## src/hw/rtl/b64_enc_pkg.sv

```systemverilog
// shared types, constants and alphabet lookup for the base64 encoder
package b64_enc_pkg;

    localparam logic [7:0] PAD_CHAR = 8'h3D;
    localparam int unsigned GRP_DEPTH = 2;
    localparam int unsigned GRP_PTR_W = 1;
    localparam int unsigned GRP_CNT_W = 2;

    // one closed group of up to three bytes
    typedef struct packed {
        logic [7:0] b0;
        logic [7:0] b1;
        logic [7:0] b2;
        logic [1:0] byte_cnt;
        logic       eom;
    } t_group;

    function automatic logic [7:0] f_b64_char(input logic [5:0] s);
        logic [7:0] c;
        if (s < 6'd26) begin
            c = 8'h41 + {2'b00, s};
        end else if (s < 6'd52) begin
            c = 8'h61 + {2'b00, s} - 8'd26;
        end else if (s < 6'd62) begin
            c = 8'h30 + {2'b00, s} - 8'd52;
        end else if (s == 6'd62) begin
            c = 8'h2B;
        end else begin
            c = 8'h2F;
        end
        return c;
    endfunction

endpackage

```

## src/hw/rtl/b64_enc_fifo.sv

```systemverilog
// two-entry group queue between the byte collector and the character emitter
module b64_enc_fifo
    import b64_enc_pkg::*;
(
    input  logic   i_clk,
    input  logic   i_rst_n,
    input  logic   i_push,
    input  t_group i_wr_grp,
    input  logic   i_pop,
    output t_group o_rd_grp,
    output logic   o_full,
    output logic   o_empty
);

    t_group                 r_mem [GRP_DEPTH];
    logic [GRP_PTR_W-1:0]   r_wp;
    logic [GRP_PTR_W-1:0]   r_rp;
    logic [GRP_CNT_W-1:0]   r_count;

    always_ff @(posedge i_clk) begin
        if (!i_rst_n) begin
            r_wp    <= '0;
            r_rp    <= '0;
            r_count <= '0;
        end else begin
            if (i_push) begin
                r_wp <= r_wp + 1'b1;
            end
            if (i_pop) begin
                r_rp <= r_rp + 1'b1;
            end
            if (i_push && !i_pop) begin
                r_count <= r_count + 1'b1;
            end else if (i_pop && !i_push) begin
                r_count <= r_count - 1'b1;
            end
        end
    end

    always_ff @(posedge i_clk) begin
        if (i_push) begin
            r_mem[r_wp] <= i_wr_grp;
        end
    end

    assign o_rd_grp = r_mem[r_rp];
    assign o_full   = (r_count == GRP_CNT_W'(GRP_DEPTH));
    assign o_empty  = (r_count == '0);

endmodule

```

## src/hw/rtl/b64_enc_front.sv

```systemverilog
// byte collector: holds pending bytes and closes groups on the third byte or message end
module b64_enc_front
    import b64_enc_pkg::*;
(
    input  logic       i_clk,
    input  logic       i_rst_n,
    input  logic       i_valid,
    input  logic [7:0] i_byte,
    input  logic       i_eom,
    input  logic       i_q_full,
    output logic       o_ready,
    output logic       o_push,
    output t_group     o_grp
);

    logic [7:0] r_held [2];
    logic [1:0] r_cnt;
    logic       w_acc;
    logic       w_close;

    assign o_ready = !i_q_full;
    assign w_acc   = i_valid && o_ready;
    assign w_close = (r_cnt[1] || i_eom);
    assign o_push  = w_acc && w_close;

    always_comb begin
        o_grp     = '0;
        o_grp.eom = i_eom;
        if (r_cnt[1]) begin
            o_grp.b0       = r_held[0];
            o_grp.b1       = r_held[1];
            o_grp.b2       = i_byte;
            o_grp.byte_cnt = 2'd3;
        end else if (r_cnt == 2'd0) begin
            o_grp.b0       = i_byte;
            o_grp.byte_cnt = 2'd1;
        end else begin
            o_grp.b0       = r_held[0];
            o_grp.b1       = i_byte;
            o_grp.byte_cnt = 2'd2;
        end
    end

    always_ff @(posedge i_clk) begin
        if (!i_rst_n) begin
            r_cnt     <= '0;
            r_held[0] <= '0;
            r_held[1] <= '0;
        end else if (w_acc) begin
            if (w_close) begin
                r_cnt <= '0;
            end else begin
                r_held[r_cnt[0]] <= i_byte;
                r_cnt            <= r_cnt + 2'd1;
            end
        end
    end

endmodule

```

## src/hw/rtl/b64_enc_back.sv

```systemverilog
// character emitter: turns one group into four characters, one per cycle while the output port accepts them
module b64_enc_back
    import b64_enc_pkg::*;
(
    input  logic       i_clk,
    input  logic       i_rst_n,
    input  t_group     i_grp,
    input  logic       i_q_empty,
    output logic       o_pop,
    input  logic       i_ready,
    output logic       o_valid,
    output logic [7:0] o_char,
    output logic       o_last
);

    t_group     r_grp;
    logic       r_have;
    logic [1:0] r_idx;
    logic       r_out_valid;
    logic [7:0] r_out_char;
    logic       r_out_last;
    logic       w_out_free;
    logic       w_emit;
    logic [5:0] w_sext;
    logic [7:0] w_char;

    assign w_out_free = !r_out_valid || i_ready;
    assign w_emit     = r_have && w_out_free;
    assign o_pop      = !i_q_empty && (!r_have || (w_emit && r_idx == 2'd3));

    always_comb begin
        case (r_idx)
            2'd0:    w_sext = r_grp.b0[7:2];
            2'd1:    w_sext = {r_grp.b0[1:0], r_grp.b1[7:4]};
            2'd2:    w_sext = {r_grp.b1[3:0], r_grp.b2[7:6]};
            default: w_sext = r_grp.b2[5:0];
        endcase
        // pad positions past the data bytes
        if ((r_idx == 2'd2 && r_grp.byte_cnt < 2'd2) ||
            (r_idx == 2'd3 && r_grp.byte_cnt < 2'd3)) begin
            w_char = PAD_CHAR;
        end else begin
            w_char = f_b64_char(w_sext);
        end
    end

    always_ff @(posedge i_clk) begin
        if (!i_rst_n) begin
            r_have      <= 1'b0;
            r_idx       <= '0;
            r_out_valid <= 1'b0;
        end else begin
            if (o_pop) begin
                r_have <= 1'b1;
                r_idx  <= '0;
            end else if (w_emit) begin
                r_idx <= r_idx + 2'd1;
                if (r_idx == 2'd3) begin
                    r_have <= 1'b0;
                end
            end
            if (w_emit) begin
                r_out_valid <= 1'b1;
            end else if (i_ready) begin
                r_out_valid <= 1'b0;
            end
        end
    end

    always_ff @(posedge i_clk) begin
        if (o_pop) begin
            r_grp <= i_grp;
        end
        if (w_emit) begin
            r_out_char <= w_char;
            r_out_last <= (r_idx == 2'd3) && r_grp.eom;
        end
    end

    assign o_valid = r_out_valid;
    assign o_char  = r_out_char;
    assign o_last  = r_out_last;

endmodule

```

## src/hw/rtl/base64_encoder.sv

```systemverilog
// base64 encoder top level: byte collector, group queue, character emitter
// the first character of a group passes through the group queue, the emitter group register and the output register
// throughput: one character per cycle while the output port accepts them, four characters per group
// input takes one item per cycle while the two-entry group queue has room
// synchronous active-low reset empties the queue and drops held bytes
module base64_encoder
    import b64_enc_pkg::*;
(
    input  logic       i_clk,
    input  logic       i_rst_n,
    input  logic       s_axis_tvalid,
    output logic       s_axis_tready,
    input  logic [7:0] s_axis_tdata,   // [7:0] data_byte
    input  logic       s_axis_tlast,   // end_of_message
    output logic       m_axis_tvalid,
    input  logic       m_axis_tready,
    output logic [7:0] m_axis_tdata,   // [7:0] code_char
    output logic       m_axis_tlast    // last_char
);

    t_group w_wr_grp;
    t_group w_rd_grp;
    logic   w_push;
    logic   w_pop;
    logic   w_full;
    logic   w_empty;

    b64_enc_front u_front (
        .i_clk    (i_clk),
        .i_rst_n  (i_rst_n),
        .i_valid  (s_axis_tvalid),
        .i_byte   (s_axis_tdata),
        .i_eom    (s_axis_tlast),
        .i_q_full (w_full),
        .o_ready  (s_axis_tready),
        .o_push   (w_push),
        .o_grp    (w_wr_grp)
    );

    b64_enc_fifo u_fifo (
        .i_clk    (i_clk),
        .i_rst_n  (i_rst_n),
        .i_push   (w_push),
        .i_wr_grp (w_wr_grp),
        .i_pop    (w_pop),
        .o_rd_grp (w_rd_grp),
        .o_full   (w_full),
        .o_empty  (w_empty)
    );

    b64_enc_back u_back (
        .i_clk     (i_clk),
        .i_rst_n   (i_rst_n),
        .i_grp     (w_rd_grp),
        .i_q_empty (w_empty),
        .o_pop     (w_pop),
        .i_ready   (m_axis_tready),
        .o_valid   (m_axis_tvalid),
        .o_char    (m_axis_tdata),
        .o_last    (m_axis_tlast)
    );

`ifndef SYNTH
    a_no_push_full: assert property (@(posedge i_clk) disable iff (!i_rst_n)
        w_push |-> !w_full)
        else $error("group pushed into full queue");
    a_no_pop_empty: assert property (@(posedge i_clk) disable iff (!i_rst_n)
        w_pop |-> !w_empty)
        else $error("group popped from empty queue");
    a_full_empty: assert property (@(posedge i_clk) disable iff (!i_rst_n)
        !(w_full && w_empty))
        else $error("queue full and empty at once");
    a_push_fills: assert property (@(posedge i_clk) disable iff (!i_rst_n)
        (w_push && !w_pop) |=> !w_empty)
        else $error("queue empty after push");
`endif

endmodule

```

## config.mk

```make
export PLATFORM = sky130hd
export DESIGN_NAME = base64_encoder
export DESIGN_NICKNAME = d
export VERILOG_FILES = /design/src/hw/rtl/b64_enc_pkg.sv /design/src/hw/rtl/b64_enc_fifo.sv /design/src/hw/rtl/b64_enc_front.sv /design/src/hw/rtl/b64_enc_back.sv /design/src/hw/rtl/base64_encoder.sv
export SDC_FILE = /design/constraint.sdc
export NUM_CORES = 1
export LEC_CHECK = 0
export ABC_AREA = 1
export ABC_CLOCK_PERIOD_IN_PS = 3650
export BUFFER_PORTS_ARGS = -buffer_cell sky130_fd_sc_hd__buf_2
export CAP_MARGIN = 20
export CELL_PAD_IN_SITES_DETAIL_PLACEMENT = 1
export CELL_PAD_IN_SITES_GLOBAL_PLACEMENT = 2
export CORE_ASPECT_RATIO = 0.9
export CORE_MARGIN = 8
export CORE_UTILIZATION = 43
export DETAILED_ROUTE_END_ITERATION = 7
export PLACE_DENSITY = 0.76
export SYNTH_ARGS = -nofsm -noshare
export SYNTH_HDL_FRONTEND = slang
export SYNTH_HIERARCHICAL = 1
export SYNTH_SLANG_ARGS = --single-unit
export TNS_END_PERCENT = 30
```

## constraint.sdc

```tcl
create_clock -name i_clk -period 3.65 [get_ports i_clk]
set_input_delay 0.1825 -clock i_clk [delete_from_list [all_inputs] [get_ports i_clk]]
set_output_delay 0.1825 -clock i_clk [all_outputs]
set_load 0.05 [all_outputs]
```

# Word-level counts from Yosys, hierarchy flattened
# Memory sizes are Yosys's and may differ from the RTL's. A register that Yosys moved wholly into a read port is not among the register bits.
# Index checks and enable logic that the tools add are counted.
[op_classes] shifts=0 n_reduce_logical=30 n_div=0 n_mul=0 n_lt_le_gt_ge=5 bitwise_logic=1 addsub=11 mux=29 eq_ne=5
[op_table] op="$mux W8" count=7
[op_table] op="$pmux W6 S3" count=1
[op_table] op="$add A7 B6 Y8 const A" count=2
[op_table] op="$mux W16" count=1
[op_table] op="$mux W1" count=14
[op_table] op="$lt A6 B6 Y1 const B" count=2
[op_table] op="$logic_and A1 B1 Y1" count=10
[op_table] op="$mux W2" count=5
[op_table] op="$reduce_bool A2 Y1" count=4
[op_table] op="$reduce_or A8 Y1" count=1
[op_table] op="$sub A8 B5 Y8 const B" count=1
[op_table] op="$sub A8 B6 Y8 const B" count=1
[op_table] op="$add A6 B6 Y7 const A" count=1
[op_table] op="$add A2 B1 Y2 const B" count=3
[op_table] op="$eq A2 B2 Y1 const B" count=3
[op_table] op="$eq A6 B6 Y1 const B" count=1
[op_table] op="$logic_not A1 Y1" count=6
[op_table] op="$logic_not A2 Y1" count=3
[op_table] op="$lt A6 B5 Y1 const B" count=1
[op_table] op="$logic_or A1 B1 Y1" count=4
[op_table] op="$lt A2 B2 Y1 const B" count=2
[op_table] op="$mux W3" count=1
[op_table] op="$add A1 B1 Y1 const B" count=2
[op_table] op="$eq A2 B1 Y1 const B" count=1
[op_table] op="other kinds (4)" count=4
[word_totals] n_memories=2 input_bits=13 romBits=0 wordCells=92 out_inout_bits=11 reg_bits=19 ramBits=70 latch_bits=0
[memory_table] memory="u_fifo.r_mem" depth=2 width=27 read_ports=1 rd_ports_with_merged_regs=1 wr=1 line_no="b64_enc_fifo.sv:15" source="t_group r_mem [GRP_DEPTH];"
[memory_table] memory="u_front.r_held" depth=2 width=8 read_ports=2 rd_ports_with_merged_regs=0 wr=2 line_no="b64_enc_front.sv:16" source="logic [7:0] r_held [2];"

# Longest topological paths before layout
# Gate-level depths: netlist of run 1.
[depth] depth_word=9 depth_mapped=13 mapped_depth_nobuf=13

# Modules after synthesis
# The synthesis of run 1 kept the hierarchy.
[by_module_without_submodules] module="b64_enc_fifo" cells_each=119 seq_area_each_um2=1721.7 instances=1 area_each_um2=2279.7
[by_module_without_submodules] module="b64_enc_back" cells_each=186 seq_area_each_um2=1161.1 instances=1 area_each_um2=1974.4
[by_module_without_submodules] module="b64_enc_front" cells_each=121 seq_area_each_um2=520.5 instances=1 area_each_um2=1062.3

# Least setup slack after synthesis of run 1
# Ideal clock, no wire load.
[synth_path] path_kind="register to register" from="register u_back.r_out_valid, in the netlist u_back/o_valid" to="register u_fifo.r_count[1]" path_buffers=0 setup_ps=64 slack_ps=830 arrival_time_ps=2756 path_stages_with_launch=11 required_ps=3586 period_less_slack_ps=2820 path_cell_list="dfxtp_1 nand2_1 a21oi_1 nor2_1 inv_1 ha_1 inv_1 nand3_1 nand2_1 inv_1 nor2_1"
[synth_via] elab_chain_cells=9 word_cells_on_any_way=11 cone_classes="1 x mux; 10 x reduce/logical"
[synth_rtl] element="from (decl)" line_no="b64_enc_back.sv:19" source="logic r_out_valid;"
[synth_rtl] element="from (signal assigned)" line_no="b64_enc_back.sv:51" source="r_out_valid <= 1'b0;"
[synth_rtl] element="from (signal assigned)" line_no="b64_enc_back.sv:63" source="r_out_valid <= 1'b1;"
[synth_rtl] element="from (signal assigned)" line_no="b64_enc_back.sv:65" source="r_out_valid <= 1'b0;"
[synth_rtl] element="$logic_not A1 Y1 (*)" line_no="b64_enc_back.sv:27" source="assign w_out_free = !r_out_valid || i_ready;"
[synth_rtl] element="$logic_or A1 B1 Y1 (*)" line_no="b64_enc_back.sv:27"
[synth_rtl] element="$logic_and A1 B1 Y1 (*)" line_no="b64_enc_back.sv:28" source="assign w_emit = r_have && w_out_free;"
[synth_rtl] element="$logic_and A1 B1 Y1 (*)" line_no="b64_enc_back.sv:29" source="assign o_pop = !i_q_empty && (!r_have || (w_emit && r_idx == 2'd3));"
[synth_rtl] element="$logic_or A1 B1 Y1 (*)" line_no="b64_enc_back.sv:29"
[synth_rtl] element="$logic_and A1 B1 Y1 (*)" line_no="b64_enc_back.sv:29"
[synth_rtl] element="net w_pop" line_no="base64_encoder.sv:24" source="logic w_pop;"
[synth_rtl] element="$logic_not A1 Y1" line_no="b64_enc_fifo.sv:32" source="if (i_push && !i_pop) begin"
[synth_rtl] element="$logic_and A1 B1 Y1" line_no="b64_enc_fifo.sv:32"
[synth_rtl] element="$mux W2 / $reduce_bool A2 Y1 (equally long branches)"
[synth_rtl] element="to (signal assigned)" line_no="b64_enc_fifo.sv:33" source="r_count <= r_count + 1'b1;"
[synth_rtl] element="to (signal assigned)" line_no="b64_enc_fifo.sv:35" source="r_count <= r_count - 1'b1;"
[synth_rtl] element="to (decl)" line_no="b64_enc_fifo.sv:18" source="logic [GRP_CNT_W-1:0] r_count;"
# Mark *: on every way through the listed nets, which the timed path passes. The rest lies on a longest branch.
# A chain may end at the register's enable or synchronous reset.

==> results of run 1 <==
synthesized netlist by cell type (4+ instances only):
cell / number
o21ai_0: 11
mux2_2: 7
a21oi_1: 8
ha_1: 10
inv_1: 46
nand3_1: 12
nor2_1: 42
nand4_1: 4
o21ai_2: 11
nor2_2: 5
dfxtp_1: 11
nand2_1: 91
nand2_2: 7
edfxtp_1: 106
mux2_4: 20
worst max-delay path, cell delays in order (launching register included):
cell	delay, ns
dfxtp_1	0.82
inv_1	0.22
ha_1	0.25
nand2_1	0.31
o21ai_0	0.23
stage by stage:
step                      hold slack [ns]  utilization  setup WS (ns)
after global routing               0.0369        0.505           1.28
after floorplan                     0.303            -          0.830
after detailed placement            0.475        0.460           1.49
final                              0.0498        0.505           1.51
after global placement              0.473        0.460           1.57
after CTS                          0.0354        0.505           1.49
logic make-up after synthesis:
kind of cell    share of synthesized area
simple gates                        0.150
flops                               0.640
buf+inv                            0.0565
compound gates                     0.0558
mux                                0.0713
fa+ha+maj                          0.0235
other cells                      0.000705
xor+xnor                          0.00165
layer usage:
metal  vias up  wire, um
met3        16       352
li1       1511         -
met5         -         0
met4         0       187
met1      1408      4340
met2        45      4770
cell usage in the layout (no fill, tap or decap), types with 2 or more instances in the layout:
master	instances
a21oi_1	8
buf_2	23
buf_4	4
bufinv_16	2
clkbuf_16	17
clkinv_1	3
clkinv_2	4
clkinvlp_4	2
dfxtp_1	11
edfxtp_1	106
ha_1	10
inv_1	46
inv_2	3
mux2_2	7
mux2_4	20
nand2_1	91
nand2_2	7
nand2_4	3
nand3_1	12
nand4_1	4
nor2_1	40
nor2_2	7
nor2_4	3
o21ai_0	11
o21ai_2	11
o21bai_4	3
or2_1	2
power by group:
part | leakage [uW] | total, uW | internal, uW | switching [uW]
logic | 0.00110 | 1610 | 554 | 1060
clock network | 0.000264 | 1540 | 981 | 559
registers | 0.00110 | 1970 | 1870 | 92.9
total | 0.00246 | 5120 | 3410 | 1710
sequential cells by signal, summed over array words and instances (netlist names), 2 cells and up, named ones only:
| register | cells |
|---|---|
| u_fifo/r_mem | 54 |
| u_fifo/r_count | 2 |
| u_back/o_char | 8 |
| u_front/r_cnt | 2 |
| u_back/r_grp | 27 |
| u_back/r_idx | 2 |
| u_front/r_held | 16 |
cell type report:
| class | count | area, sq um |
|---|---|---|
| clock buffer | 18 | 429 |
| clock inverter | 12 | 115 |
| fill | 1249 | 5980 |
| inverter | 49 | 184 |
| multi-input combinational | 250 | 1620 |
| sequential | 117 | 3400 |
| tap | 160 | 200 |
| timing repair buffer | 27 | 145 |
path summary, 6_finish.rpt:
check | depth (start not counted) | slack, ns | endpoint
min | 1 | 0.05 | u_fifo/r_mem[1][0]
max | 4 | 1.51 | u_fifo/r_mem[1][25]
max reg2reg | 4 | 1.51 | u_fifo/r_mem[1][25]
min reg2reg | 2 | 0.49 | u_back/o_valid
==> results by group, run 1 <==
Floorplanning
  • Core ar.: roughly 0.012 sq mm
  • Die X: between 100 and 150 um
  • DIE HEIGHT: roughly 120 um
  • Die footprint: between 0.015 and 0.02 sq mm
  • Io pins: 24
  • Starting Density: 0.440
  • Row count: 38

Cells and area
  • Share of layout cells above drive strength 1: 0.262
  • Fin nets: 485
  • Final cell count without fillers: 633
  • # diodes: 0
  • Post-route cell area: 0.00609 sq mm
  • Area Growth Syn to Fin: 14.6%

Global routing
  • Grt ovf: 0
  • Met3 Track Usage GR: 0.0542
  • GR Util met1: 0.145
  • Initial antenna violation count: 0
  • Pin count of the biggest net entering global routing: 31
  • GRT Overall Usage: 0.131
  • Global-route wire length before repair: around 16000 um
  • Met2 usage: 0.221
  • Vias in the first global route: between 3k and 4k
  • Busiest layer in global routing: met2

Timing
  • Max-slew violations: 0
  • Relative slew slack: 0.484
  • Final Hold Vio Count: 0
  • Skew final: around 0.011 ns
  • Fin crit share: 0.585
  • Max Freq: about 470 MHz
  • Min Tclk post-route: 2.14 ns
  • Worst Max-Slew Pin Slew: a little under 0.8 ns
  • Setup TNS: 0 ns
  • RSZ-0062 raised after global routing: no
  • Final setup viols: 0

Clock tree
  • Total CTS buffers: 17
  • Cts hold-fix bufs: 0
  • Clk_lat worst skew: 0.41 ns
  • Clock sinks: ~120
  • CTS tree: yes
  • Post-CTS Setup Repair Bufs: 0
  • H-tree depth: 4
  • CTS resizes: 0
  • Clock Root Buffer: clkbuf_16
  • Clock-pin transition on the worst setup and hold timing paths: about 0.050 ns
  • Longest Clk Path Bufs: 2

Setup path
  • Worst-path maximum fanout: 20
  • Critical R2R Launch: u_front/r_cnt[1]
  • CP Capture Type: flip-flop
  • WP data required: 3.76 ns
  • Worst EP arrival: approximately 2.3 ns
  • Critical path class: flip-flop to flip-flop
  • Setup crit start kind: flip-flop
  • CP Launch Point: u_front/r_cnt[1]

Logic synthesis
  • Netlist cell types: 36
  • Post-Syn Instances: approximately 430
  • Main synth FF type: edfxtp_1
  • Syn Nets: ~450
  • Number of synthesized flops with an enable pin: 106
  • Fraction of registers with async set/reset: 0
  • Synthesized cell area: between 0.005 and 0.006 sq mm
  • Avg Inst Size Synth: about 12 sq um
  • Top cells by area, synth: edfxtp_1 60%, nand2_1 6.4%, mux2_4 5.6%, dfxtp_1 4.1%, inv_1 3.2%
  • Register bit total from synthesis: ~120
  • Synth top area share: 0.599
  • Sequential share of the synthesized area: 0.640
  • Synth warn: 6
  • Post-synth top area cell: edfxtp_1

Worst hold path
  • HP Class: input port to flip-flop
  • Hold path start: s_axis_tlast

Routing
  • DRT Wirelength: between 9000 and 10000 um
  • First-pass DRT Iterations: 4
  • WL/cell: approximately 15 um
  • Remaining DRCs: 0
  • Iter 0 DRT Violations: 202
  • ANT nets after route: 0
  • Vias per cell: approximately 4.7
  • Vias: 2980

Pwr
  • Power per cell area: around 840 mW/mm^2
  • Tot Pwr: around 5100 uW
  • Leakage: ~0.0025 uW
  • VDD IR max: a little under 400 uV

Placement
  • DP Cell Count: 603
  • GP Congestion: between 0.7 and 0.8
  • Placement Cell Area: approximately 0.0056 sq mm
  • I/O Buffers: 23
  • Post-detail-place hpwl: between 7000 and 8000 um

Flow run
  • Max-cap violations: 0

Status
  • Status: finished, final reports clean
(Power assumes the default switching activity.)
==> run 2: changes to the inputs <==
- ABC_CLOCK_PERIOD_IN_PS: 3650 -> 1980
- clock period: 3.65 -> 1.98 ns (I/O delays scaled with it)
==> run 2 against run 1 <==
Effect of this change: clock power increased by 83%; clock skew increased by 0.0023 ns; combinational power increased by 120%; critical path depth increased by 8; global-route usage increased by 0.60 points; routed wire length increased by 10%; clock-buffer cell count increased by 1; critical endpoint is now u_back/o_char[1].
==> results by group, run 2 (same netlist as run 1, synthesis figures left out) <==
Setup path
  • WP data required: 2.13 ns (-1.63 ns)
  • Crit-path slowest cell: dfxtp_4
  • Worst-path maximum fanout: 6 (-70%)
  • Crit path max-delay family: simple AND/OR/NAND/NOR gates
  • Worst EP arrival: 2.06 ns (-0.19 ns)
  • Worst path bufs/invs: 3 (+2)
  • Critical path class: flip-flop to flip-flop
  • Critical path, cell by cell: inv_4 > ha_4 > buf_6 > nand2_1 > nand2_2 > o21ai_4 > buf_4 > nand2_2 > nand2_2 > nand2_4 > o21ai_1 > nor2_1
  • Setup crit start kind: flip-flop
  • CP Capture Type: flip-flop
  • Critical path's most frequent cell: nand2_2
  • Max incr delay on CP: 0.40 ns (-0.42 ns)

Cells and area
  • Area Growth Syn to Fin: 22.8%
  • Share of layout cells above drive strength 1: 0.356 (+0.0937)
  • Final design utilization: 0.541 (+0.0358)
  • Most common cell after layout, fill and taps aside: edfxtp_1
  • Filler cells: 1274 (+2.0%)
  • Max FFs per register: 54 (unchanged)
  • Largest regs: u_fifo/r_mem x54, u_back/r_grp x27, u_front/r_held x16
  • Fin nets: 514 (+6.0%)
  • Commonest non-fill, non-tap cells in the layout: 106 x edfxtp_1, 83 x nand2_1, 41 x inv_1, 36 x nor2_1, 24 x buf_4
  • # diodes: 0 (unchanged)
  • Largest Register: u_fifo/r_mem

Routing
  • ANT nets after route: 0 (unchanged)
  • First-pass DRT Iterations: 4 (unchanged)
  • Vias: 3164 (+6.2%)
  • Remaining DRCs: 0 (unchanged)
  • Iter 0 DRT Violations: 95 (-53%)
  • WL/cell: 16.1 um (+5.5%)
  • Vias per cell: 4.77 (+1.4%)
  • DRT Wirelength: 10700 um (+10%)

Global routing
  • Pin count of the biggest net entering global routing: 28 (-9.7%)
  • GRT Overall Usage: 0.137 (+0.00602)
  • Vias in the first global route: 3326 (+1.6%)
  • Global-route wire length before repair: 16900 um (+4.1%)
  • Grt ovf: 0 (unchanged)
  • Initial antenna violation count: 0 (unchanged)

Floorplanning
  • Io pins: 24 (unchanged)
  • Die X: 133 um (unchanged)
  • Starting Density: 0.440 (unchanged)
  • Core ar.: 0.0121 sq mm (unchanged)
  • DIE HEIGHT: 121 um (unchanged)
  • Die footprint: 0.0162 sq mm (unchanged)
  • Row count: 38 (unchanged)

Worst hold path
  • HP Class: input port to flip-flop

Clock tree
  • H-tree depth: 4 (unchanged)
  • Total CTS buffers: 17 (unchanged)
  • Longest Clk Path Bufs: 2 (unchanged)
  • Clock Root Buffer: clkbuf_16
  • Clock sinks: 117 (unchanged)
  • Clk_lat worst skew: 0.41 ns (about the same)
  • Clock-pin transition on the worst setup and hold timing paths: 0.05 ns (about the same)
  • CTS tree: yes

Timing
  • Max Freq: 525 MHz (+12%)
  • Final Hold Vio Count: 0 (unchanged)
  • Final setup viols: 0 (unchanged)
  • Setup TNS: 0 ns (unchanged)
  • Max-slew violations: 0 (unchanged)
  • Fin crit share: 0.961 (+0.376)
  • Min Tclk post-route: 1.90 ns (-0.233 ns)
  • Skew final: 0.0131 ns (+0.00235 ns)

Pwr
  • VDD IR max: 621 uV (+60%)
  • Leakage: 0.00263 uW (+6.7%)
  • Power per cell area: 1550 mW/mm^2 (+84%)

Flow run
  • Max-cap violations: 0 (unchanged)

Placement
  • GP Congestion: 0.786 (+2.9%)
  • I/O Buffers: 23 (unchanged)
  • Post-detail-place hpwl: 7450 um (+5.2%)

Status
  • Status: finished, final reports clean
==> run 2: cell count changes in the layout (fill, tap and decap cells not counted), sizes merged <==
cell | before | now
clkbuf | 18 | 19
clkinv | 8 | 9
dlygate4sd3 | 0 | 3
inv | 49 | 48
buf | 27 | 53
==> run 2: what timing repair did <==
item,4_1_cts,5_1_grt
resized for setup,7,40
cloned,0,0
buffers inserted,2,10
hold buffers,3,0
pin swaps,1,14
setup endpoints to repair,5,5
endpoints found under the hold margin,5,0
==> run 2: path summary, 6_finish.rpt <==
check                   from          endpoint  slack, ns  cells after the start
max          u_back/r_idx[1]  u_back/o_char[1]       0.08                     12
min            m_axis_tready    u_back/o_valid       0.02                      4
max reg2reg  u_back/r_idx[1]  u_back/o_char[1]       0.08                     12
min reg2reg    u_back/r_have    u_back/o_valid       0.49                      2
==> run 2: per-stage QoR <==
| step | instance area [sq um] | total power [uW] | std cells | hold slack (ns) | setup WS, ns |
|---|---|---|---|---|---|
| 6_report | 6530 | 10100 | 663 | 0.0241 | 0.0769 |
| 3_3_place_gp | 5690 | 6840 | 617 | 0.407 | -0.0657 |
| 5_1_grt | 6530 | 10700 | 663 | 0.0293 | -0.0150 |
| 2_1_floorplan | 5340 | 6120 | 426 | 0.220 | -0.0241 |
| 3_5_place_dp | 5690 | 6950 | 617 | 0.421 | -0.140 |
| 4_1_cts | 6300 | 9860 | 653 | 0.00598 | -0.0180 |
==> run 2: power by group <==
| group | total [uW] | leakage, uW | internal (uW) | switching [uW] |
|---|---|---|---|---|
| combinational | 3610 | 0.00126 | 1410 | 2200 |
| clock | 2820 | 0.000271 | 1820 | 1000 |
| sequential | 3680 | 0.00110 | 3460 | 220 |
==> run 2: tightest hold or removal path, cell delays in order <==
cell and delay (ns):
buf_2 0.08, inv_1 0.03, nand2_1 0.09, a21oi_1 0.07
==> run 2: per-layer routing <==
layer | global-route usage | up-vias | part of all wire
li1 | - | 1573 | -
met5 | 0 | - | 0
met1 | 0.151 | 1534 | 0.43
met3 | 0.0480 | 15 | 0.033
met4 | 0.0638 | 0 | 0.018
met2 | 0.236 | 42 | 0.52
==> run 2: layout make-up <==
cell class | count | area, sq um | area share
Clock buffer | 19 | 433 | 0.0663
Clock inverter | 12 | 114 | 0.0174
Inverter | 49 | 200 | 0.0307
Multi-Input combinational cell | 250 | 1760 | 0.270
Sequential cell | 117 | 3410 | 0.523
Tap cell | 160 | 200 | 0.0307
Timing Repair Buffer | 56 | 410 | 0.0629
